==> src/rtl/log_ratio_series_sum_macros.svh <==
// assertion helpers for the series sum block
`ifndef LOG_RATIO_SERIES_SUM_MACROS_SVH
`define LOG_RATIO_SERIES_SUM_MACROS_SVH

`ifndef SYNTHESIS
// same-cycle implication
`define LRSS_ASSERT_IMPL(lbl, ck, rn, ante, cons) \
	lbl: assert property (@(posedge ck) disable iff (!rn) (ante) |-> (cons)) \
		else $error("log_ratio_series_sum: assertion failed");
// next-cycle implication
`define LRSS_ASSERT_NEXT(lbl, ck, rn, ante, cons) \
	lbl: assert property (@(posedge ck) disable iff (!rn) (ante) |=> (cons)) \
		else $error("log_ratio_series_sum: assertion failed");
`else
`define LRSS_ASSERT_IMPL(lbl, ck, rn, ante, cons)
`define LRSS_ASSERT_NEXT(lbl, ck, rn, ante, cons)
`endif

`endif

==> src/rtl/lrss_pkg.sv <==
package lrss_pkg;

	localparam int XW = 32;
	localparam int CFG_W = 7;
	localparam logic [CFG_W-1:0] TERM_COUNT_RESET = 7'd8;
	localparam logic [XW-1:0] ONE_Q16 = 32'h0001_0000;
	// 2^48 / ax starts with 2^16 as the partial remainder, then 32 zero bits
	localparam logic [XW-1:0] RECIP_REM = 32'h0001_0000;
	localparam logic [30:0] SAT_MAG = 31'h7FFF_FFFF;
	localparam int DIV_STEPS = 32;
	localparam int DIV_CW = 5;

	typedef enum logic [2:0] {
		ST_IDLE,
		ST_CHECK,
		ST_RECIP,
		ST_SQUARE,
		ST_SQSAVE,
		ST_DIV,
		ST_STEP,
		ST_FINISH
	} lrss_state_t;

	typedef struct packed {
		logic load;
		logic recip_start;
		logic recip_take;
		logic square_mul;
		logic r2_take;
		logic term_start;
		logic term_take;
		logic step_take;
		logic finish;
	} lrss_cmd_t;

	typedef struct packed {
		logic skip;
		logic div_done;
		logic last_term;
	} lrss_status_t;

endpackage

==> src/rtl/lrss_div.sv <==
module lrss_div (
	input  logic                   clk,
	input  logic                   arst_n,
	input  logic                   go,
	input  logic [lrss_pkg::XW-1:0] rem_init,
	input  logic [lrss_pkg::XW-1:0] dividend_lo,
	input  logic [lrss_pkg::XW-1:0] divisor,
	output logic [lrss_pkg::XW-1:0] quotient,
	output logic                   done
);
	import lrss_pkg::*;

	localparam logic [DIV_CW-1:0] STEP_LAST = DIV_CW'(DIV_STEPS - 1);

	logic [XW-1:0]     rem_q;
	logic [XW-1:0]     quo_q;
	logic [XW-1:0]     den_q;
	logic [DIV_CW-1:0] step_q;
	logic              run_q;
	logic              done_q;
	logic [XW:0]       shifted;
	logic [XW:0]       diff;

	// restoring division, one quotient bit a cycle
	always_comb begin
		shifted = {rem_q, quo_q[XW-1]};
		diff = shifted - {1'b0, den_q};
	end

	always_ff @(posedge clk or negedge arst_n) begin
		if (!arst_n) begin
			run_q <= 1'b0;
			done_q <= 1'b0;
			step_q <= '0;
		end else begin
			done_q <= 1'b0;
			if (go) begin
				run_q <= 1'b1;
				step_q <= '0;
			end else if (run_q) begin
				step_q <= step_q + 1'b1;
				if (step_q == STEP_LAST) begin
					run_q <= 1'b0;
					done_q <= 1'b1;
				end
			end
		end
	end

	always_ff @(posedge clk) begin
		if (go) begin
			rem_q <= rem_init;
			quo_q <= dividend_lo;
			den_q <= divisor;
		end else if (run_q) begin
			if (diff[XW]) begin
				rem_q <= shifted[XW-1:0];
				quo_q <= {quo_q[XW-2:0], 1'b0};
			end else begin
				rem_q <= diff[XW-1:0];
				quo_q <= {quo_q[XW-2:0], 1'b1};
			end
		end
	end

	assign quotient = quo_q;
	assign done = done_q;

endmodule

==> src/rtl/lrss_datapath.sv <==
module lrss_datapath #(
	parameter int MAX_TERMS = 64
) (
	input  logic                        clk,
	input  logic                        arst_n,
	input  lrss_pkg::lrss_cmd_t         cmd,
	output lrss_pkg::lrss_status_t      status,
	input  logic [lrss_pkg::XW-1:0]     x_value,
	input  logic [lrss_pkg::CFG_W-1:0]  term_count,
	output logic [lrss_pkg::XW-1:0]     series_sum,
	output logic                        out_of_domain,
	output logic                        result_valid
);
	import lrss_pkg::*;

	localparam int CW = $clog2(MAX_TERMS + 1);
	localparam int AW = XW + CW + 3;

	logic [XW-1:0]   ax_in;
	logic [CW-1:0]   n_in;
	logic [XW-1:0]   ax_q;
	logic            neg_q;
	logic            ood_q;
	logic [CW-1:0]   n_q;
	logic [CW-1:0]   cnt_q;
	logic [XW-1:0]   p_q;
	logic [XW-1:0]   r2_q;
	logic [2*XW-1:0] prod_q;
	logic [AW-1:0]   acc_q;
	logic [XW-1:0]   mul_b;
	logic [XW-1:0]   div_rem;
	logic [XW-1:0]   div_lo;
	logic [XW-1:0]   div_den;
	logic [XW-1:0]   div_q;
	logic            div_done;
	logic            div_go;
	logic            sat;
	logic [30:0]     mag31;
	logic [XW-1:0]   mag32;
	logic [XW-1:0]   res;
	logic [XW-1:0]   series_sum_q;
	logic            ood_out_q;
	logic            valid_q;

	always_comb begin
		ax_in = x_value[XW-1] ? (XW'(0) - x_value) : x_value;
		if (int'(term_count) > MAX_TERMS) begin
			n_in = CW'(MAX_TERMS);
		end else begin
			n_in = CW'(term_count);
		end
	end

	// shared divider: 2^48 / ax once, then p / (2i+1) per term
	always_comb begin
		div_go = cmd.recip_start | cmd.term_start;
		if (cmd.recip_start) begin
			div_rem = RECIP_REM;
			div_lo = '0;
			div_den = ax_q;
		end else begin
			div_rem = '0;
			// the next power lands in p_q on this same edge, so take it from the product
			div_lo = cmd.step_take ? prod_q[2*XW-1:XW] : p_q;
			div_den = XW'({cnt_q, 1'b1});
		end
	end

	lrss_div u_div (
		.clk         (clk),
		.arst_n      (arst_n),
		.go          (div_go),
		.rem_init    (div_rem),
		.dividend_lo (div_lo),
		.divisor     (div_den),
		.quotient    (div_q),
		.done        (div_done)
	);

	assign mul_b = cmd.square_mul ? p_q : r2_q;

	always_ff @(posedge clk) begin
		if (cmd.load) begin
			ax_q <= ax_in;
			neg_q <= x_value[XW-1];
			ood_q <= (ax_in <= ONE_Q16);
			n_q <= n_in;
			cnt_q <= '0;
			acc_q <= '0;
		end
		if (cmd.recip_take) begin
			p_q <= div_q;
		end
		if (cmd.square_mul || cmd.term_take) begin
			prod_q <= (2*XW)'(p_q) * (2*XW)'(mul_b);
		end
		if (cmd.r2_take) begin
			r2_q <= prod_q[2*XW-1:XW];
		end
		if (cmd.term_take) begin
			acc_q <= acc_q + AW'(div_q);
			cnt_q <= cnt_q + 1'b1;
		end
		if (cmd.step_take) begin
			p_q <= prod_q[2*XW-1:XW];
		end
	end

	// doubled Q0.32 sum to Q4.28 is a right shift by three
	always_comb begin
		sat = |acc_q[AW-1:34];
		mag31 = sat ? SAT_MAG : acc_q[33:3];
		mag32 = {1'b0, mag31};
		res = neg_q ? (XW'(0) - mag32) : mag32;
	end

	always_ff @(posedge clk) begin
		if (cmd.finish) begin
			series_sum_q <= ood_q ? '0 : res;
			ood_out_q <= ood_q;
		end
	end

	always_ff @(posedge clk or negedge arst_n) begin
		if (!arst_n) begin
			valid_q <= 1'b0;
		end else begin
			valid_q <= cmd.finish;
		end
	end

	always_comb begin
		status.skip = ood_q | (n_q == '0);
		status.div_done = div_done;
		status.last_term = (cnt_q == n_q);
	end

	assign series_sum = series_sum_q;
	assign out_of_domain = ood_out_q;
	assign result_valid = valid_q;

endmodule

==> src/rtl/lrss_ctrl.sv <==
module lrss_ctrl (
	input  logic                   clk,
	input  logic                   arst_n,
	input  logic                   start,
	input  lrss_pkg::lrss_status_t status,
	output lrss_pkg::lrss_cmd_t    cmd,
	output logic                   busy
);
	import lrss_pkg::*;

	lrss_state_t state_q;
	lrss_state_t state_d;

	always_ff @(posedge clk or negedge arst_n) begin
		if (!arst_n) begin
			state_q <= ST_IDLE;
		end else begin
			state_q <= state_d;
		end
	end

	always_comb begin
		state_d = state_q;
		cmd = '0;
		busy = (state_q != ST_IDLE);
		case (state_q)
			ST_IDLE: begin
				if (start) begin
					cmd.load = 1'b1;
					state_d = ST_CHECK;
				end
			end
			ST_CHECK: begin
				if (status.skip) begin
					state_d = ST_FINISH;
				end else begin
					cmd.recip_start = 1'b1;
					state_d = ST_RECIP;
				end
			end
			ST_RECIP: begin
				if (status.div_done) begin
					cmd.recip_take = 1'b1;
					state_d = ST_SQUARE;
				end
			end
			ST_SQUARE: begin
				cmd.square_mul = 1'b1;
				state_d = ST_SQSAVE;
			end
			ST_SQSAVE: begin
				cmd.r2_take = 1'b1;
				cmd.term_start = 1'b1;
				state_d = ST_DIV;
			end
			ST_DIV: begin
				if (status.div_done) begin
					cmd.term_take = 1'b1;
					state_d = ST_STEP;
				end
			end
			ST_STEP: begin
				cmd.step_take = 1'b1;
				if (status.last_term) begin
					state_d = ST_FINISH;
				end else begin
					cmd.term_start = 1'b1;
					state_d = ST_DIV;
				end
			end
			ST_FINISH: begin
				cmd.finish = 1'b1;
				state_d = ST_IDLE;
			end
			default: begin
				state_d = ST_IDLE;
			end
		endcase
	end

endmodule

==> src/rtl/log_ratio_series_sum.sv <==
// Partial sum of 2/((2i+1) x^(2i+1)) for i below term_count, i.e. ln((x+1)/(x-1)),
// for a Q16.16 x, returned as signed Q4.28. Pulse start while busy is low to hand
// in x_value; the result shows on series_sum and out_of_domain for exactly one
// cycle with result_valid high, and there is no way to hold it off, so capture
// it then. For n terms (term_count capped at MAX_TERMS) the work falls to the
// shared 32-step restoring divider, which forms 1/|x| once and then divides
// each odd power by 2i+1, while the ST_STEP state forms the next power after
// each term; |x| <= 1 or n = 0 skip the divider and go straight to the result.
// busy drops in the cycle the result shows, so the next word can be taken
// right away. Write term_count only while busy is low.
module log_ratio_series_sum #(
	parameter int MAX_TERMS = 64
) (
	input  logic                        clk,
	input  logic                        arst_n,
	input  logic                        start,
	output logic                        busy,
	input  logic signed [lrss_pkg::XW-1:0] x_value,
	input  logic                        cfg_valid,
	output logic                        cfg_ready,
	input  logic [lrss_pkg::CFG_W-1:0]  term_count,
	output logic signed [lrss_pkg::XW-1:0] series_sum,
	output logic                        out_of_domain,
	output logic                        result_valid
);
	import lrss_pkg::*;

`include "log_ratio_series_sum_macros.svh"

	logic [CFG_W-1:0] term_count_q;
	lrss_cmd_t        cmd;
	lrss_status_t     status;
	logic [XW-1:0]    sum_w;

	assign cfg_ready = ~busy;

	always_ff @(posedge clk or negedge arst_n) begin
		if (!arst_n) begin
			term_count_q <= TERM_COUNT_RESET;
		end else if (cfg_valid && cfg_ready) begin
			term_count_q <= term_count;
		end
	end

	lrss_ctrl u_ctrl (
		.clk    (clk),
		.arst_n (arst_n),
		.start  (start),
		.status (status),
		.cmd    (cmd),
		.busy   (busy)
	);

	lrss_datapath #(
		.MAX_TERMS (MAX_TERMS)
	) u_datapath (
		.clk           (clk),
		.arst_n        (arst_n),
		.cmd           (cmd),
		.status        (status),
		.x_value       (x_value),
		.term_count    (term_count_q),
		.series_sum    (sum_w),
		.out_of_domain (out_of_domain),
		.result_valid  (result_valid)
	);

	assign series_sum = sum_w;

	`LRSS_ASSERT_IMPL(a_strobe_idle, clk, arst_n, result_valid, !busy)
	`LRSS_ASSERT_NEXT(a_start_busy, clk, arst_n, start && !busy, busy)
	`LRSS_ASSERT_IMPL(a_ood_zero, clk, arst_n, result_valid && out_of_domain, series_sum == '0)
	`LRSS_ASSERT_NEXT(a_single_strobe, clk, arst_n, result_valid, !result_valid)

endmodule

==> config.mk <==
export PLATFORM = sky130hd
export DESIGN_NAME = log_ratio_series_sum
export DESIGN_NICKNAME = d
export VERILOG_FILES = /design/src/rtl/lrss_pkg.sv /design/src/rtl/lrss_div.sv /design/src/rtl/lrss_datapath.sv /design/src/rtl/lrss_ctrl.sv /design/src/rtl/log_ratio_series_sum.sv
export VERILOG_INCLUDE_DIRS = /design/src /design/src/rtl
export SDC_FILE = /design/constraint.sdc
export NUM_CORES = 2
export LEC_CHECK = 0
export BUFFER_PORTS_ARGS = -buffer_cell sky130_fd_sc_hd__buf_2
export CAP_MARGIN = 40
export CORE_MARGIN = 5
export CORE_UTILIZATION = 53
export CTS_CLUSTER_SIZE = 10
export DETAILED_ROUTE_END_ITERATION = 8
export MAX_ROUTING_LAYER = met4
export PLACE_DENSITY_LB_ADDON = 0.2
export SLEW_MARGIN = 20
export SYNTH_ARGS = -nofsm -noshare
export SYNTH_HDL_FRONTEND = slang
export SYNTH_SLANG_ARGS = --single-unit
export TNS_END_PERCENT = 50
==> constraint.sdc <==
create_clock -name clk -period 7.52 [get_ports clk]
set_clock_uncertainty 0.05 [all_clocks]
set_input_delay 1.504 -clock clk [delete_from_list [all_inputs] [get_ports clk]]
set_output_delay 1.504 -clock clk [all_outputs]
set_load 0.01 [all_outputs]
==> metrics <==
status complete, but fails checks; failing checks setup timing; vias in the first global route 39360; reg2reg path depth 31; layout cells sized above 1 between 10% and 20%; fillers 7949; final setup TNS -17.56 ns; Setup CP Type register to register; fin area ~60000 um^2; Reg clk slew, reported paths ~0.050 ns; drt first pass iters 5; worst-path fanout max 8; clk buf depth 3; reg2reg start u_ctrl.state_q[2]; Final Wtd Congestion 0.9369; Max Slew Vio Count 0; Yosys Warn Count 0; Unique masters post-synth 78; FFs w/ async S/R, synth roughly 5.4%; setup violators final 32; initial core utilization about 53%; Hold Path Sink u_datapath.r2_q[13]; TritonCTS Sinks around 330; Post-Syn Instances 5187; # port buffers roughly 80; Seq/Total Area, Yosys roughly a fifth; post-route ant nets 0; DRT iter0 DRCs approximately 2500; final net count about 6800; pin count of the biggest net entering global routing 67; Final Hold Viols 0; fin crit share 110.7%; Max Freq roughly 120 MHz; Reg area 9911 um^2; drt via density roughly 5.5; CTS tree yes; critical path startpoint category register; hold_sp u_datapath.prod_q[45]; Syn Nets roughly 6500; Hold WC Path Type register to register; Die Area slightly above 100000 um^2; die width around 320 um; detailed-route wire length approximately 140000 um; Residual DRC 0; total global routing overflow 0; Layout Cells excl Fill 6815; Max stage delay cell, worst path fa_2; FF+latch count, synth between 300 and 400; Mean Syn Cell Area 9.780 um^2; RSZ-0062 raised after global routing yes; worst-margin pin slew ~0.97 ns; clk_lat worst skew roughly 0.53 ns; slowest stage delay, CP around 0.59 ns; maxcap violations 0; initial antenna violation count 2; DP Area about 56000 um^2; Rows 113; final setup margin -0.8027 ns; fin util 61.82%; Post-Syn Area 50730 um^2; Worst Path Arrival between 8 and 9 ns; core area approximately 95000 um^2; Req. time, crit path roughly 7.7 ns; EDFF count, synth roughly 320; Synth Flop Type edfxtp_1; max_slew headroom a little over a third; CTS Buf Count 41; die height approximately 320 um; CTS Root Cell clkbuf_16; area delta synth->final 15.79%; Final HPWL DP 106900 um; vias post-DR between 30000 and 40000; R2R Setup Slk -0.80 ns; Multi-input gate area ~38000 um^2; GRT Overall Usage between 20 and 30%; Placed Cells around 6700; WL per Instance 20.12 um; first-pass GRT wire length ~220000 um; Crit Reg-Reg Endpoint u_datapath.prod_q[53]; htree depth 2; Final Critical Period between 8 and 9 ns; IO Pins 79; hold depth 0; CP Capture Type register; cell mode on critical path fa_1
[critical path: cells and delay by family, from the launching register on]
family	cells	cell delay, ns
compound gates	5	0.58
buf+inv	9	1.21
flops	1	0.37
xor+xnor	1	0.13
fa+ha+maj	9	4.56
simple gates	7	1.14
[cell families (layout without fill, tap and decap cells)]
kind of cell | Yosys count | in the layout | share of synthesized area, %
AOI/OAI and AO/OA | 501 | 501 | 6.558
xor gates and xnor gates | 149 | 149 | 2.573
adders and majority gates | 1226 | 1226 | 43.51
buffers and inverters | 1198 | 1555 | 8.921
DFF | 333 | 333 | 19.54
muxes | 106 | 106 | 2.205
other | 0 | 5 | 0
and+or+nand+nor | 1674 | 1675 | 16.69
[cells in the mapped netlist (all sizes together), types with 7 or more instances]
master,n,area [um^2]
a211oi,20,150.1
a21o,59,442.9
a21oi,123,615.6
a221oi,16,140.1
a31oi,21,131.4
and2,539,3372
and3,22,137.6
buf,14,81.33
clkbuf,262,983.4
dfrtp,17,425.4
edfxtp,315,9459
fa,897,17960
ha,329,4116
inv,921,3457
mux2,46,518.0
mux2i,60,600.6
nand2,636,2387
nand2b,30,195.2
nand3,29,145.1
nand4,26,162.7
nor2,179,671.9
nor2b,106,663.1
nor3,32,170.2
nor3b,9,67.56
nor4,13,100.1
o2111ai,7,61.31
o211ai,9,67.56
o21a,31,232.7
o21ai,92,460.4
o21bai,25,187.7
o31ai,49,386.6
o41ai,8,85.08
or2,7,43.79
or3,21,146.4
or4,16,123.9
xnor2,104,910.9
xor2,45,394.1
[final cells by class]
type	count	share of cell area [%]
multi-input cells	3657	63.92
flip-flops and latches	333	16.87
repair buffers	568	8.655
inverters	922	5.892
well taps	1265	2.695
clock buffers	56	1.860
clock inverters	9	0.08521
diodes	5	0.02130
[worst max path at each step]
| stage | startpoint | end | slack [ns] | cells past startpoint |
|---|---|---|---|---|
| finish | u_ctrl.state_q[2] | u_datapath.prod_q[53] | -0.80 | 31 |
| global placement | u_ctrl.state_q[2] | u_datapath.prod_q[57] | -0.95 | 30 |
| CTS | u_ctrl.state_q[2] | u_datapath.prod_q[57] | -0.73 | 31 |
| global route | u_ctrl.state_q[2] | u_datapath.prod_q[53] | -0.95 | 32 |
| detailed placement | u_ctrl.state_q[2] | u_datapath.prod_q[57] | -0.98 | 31 |
| floorplan | u_ctrl.state_q[1] | u_datapath.prod_q[57] | -0.15 | 28 |
[layout by cell type (no fill, tap or decap), types with 16 or more instances in the layout]
| master | synthesis | routed |
|---|---|---|
| fa_1 | 897 | 862 |
| buf_6 | 3 | 31 |
| nand4_1 | 26 | 26 |
| a211oi_1 | 20 | 20 |
| inv_2 | 0 | 22 |
| buf_4 | 1 | 390 |
| mux2i_1 | 60 | 57 |
| o31ai_1 | 47 | 45 |
| ha_1 | 329 | 310 |
| o21a_1 | 31 | 31 |
| and3_1 | 22 | 16 |
| and2_4 | 0 | 25 |
| a21o_1 | 59 | 59 |
| xor2_1 | 45 | 41 |
| nand2_1 | 636 | 597 |
| nor2b_1 | 106 | 88 |
| clkbuf_16 | 0 | 43 |
| nand2_2 | 0 | 17 |
| xnor2_1 | 104 | 98 |
| buf_12 | 0 | 57 |
| ha_4 | 0 | 19 |
| mux2_2 | 46 | 46 |
| o21bai_1 | 25 | 22 |
| nor2_1 | 179 | 175 |
| dfrtp_1 | 17 | 17 |
| buf_2 | 2 | 78 |
| a21oi_1 | 123 | 105 |
| inv_1 | 921 | 900 |
| edfxtp_1 | 315 | 315 |
| or3_1 | 18 | 18 |
| nand3_1 | 29 | 29 |
| o21ai_0 | 91 | 78 |
| fa_2 | 0 | 35 |
| nor3_1 | 30 | 27 |
| nand2b_1 | 29 | 27 |
| and2_1 | 539 | 513 |
| nand2_4 | 0 | 21 |
| a31oi_1 | 21 | 17 |
[what timing repair did]
item,4_1_cts,5_1_grt
setup endpoints to repair,32,32
gates cloned,5,3
gates resized for setup,188,93
buffers inserted,52,12
hold buffers,0,0
pin swaps,72,63
[routing by layer]
metal | vias to the layer above | GRT usage, % | part of all wire, %
li1 | 16860 | - | -
met1 | 19250 | 38.58 | 43
met2 | 1125 | 44.43 | 47
met3 | 233 | 2.898 | 6.1
met4 | 0 | 8.015 | 3.4
met5 | - | - | 0
[sequential cells by signal (all words and copies together), names as in the netlist, 5 cells and up]
register / cells
term_count_q: 7
u_datapath.acc_q: 42
u_datapath.ax_q: 32
u_datapath.cnt_q: 7
u_datapath.n_q: 7
u_datapath.p_q: 32
u_datapath.prod_q: 32
u_datapath.r2_q: 32
u_datapath.series_sum: 32
u_datapath.u_div.den_q: 32
u_datapath.u_div.quotient: 32
u_datapath.u_div.rem_q: 32
u_datapath.u_div.step_q: 5
[stage by stage]
stage / setup slack, ns / hold WS, ns
6_report: -0.8027 / 0.4315
3_5_place_dp: -0.9794 / 0.4167
2_1_floorplan: -0.1455 / 0.3744
5_1_grt: -0.9481 / 0.4477
3_3_place_gp: -0.9470 / 0.4130
4_1_cts: -0.7265 / 0.4303
Power is not shown: default switching activity piles up to over one toggle a cycle in this logic, so the estimate is an artifact.
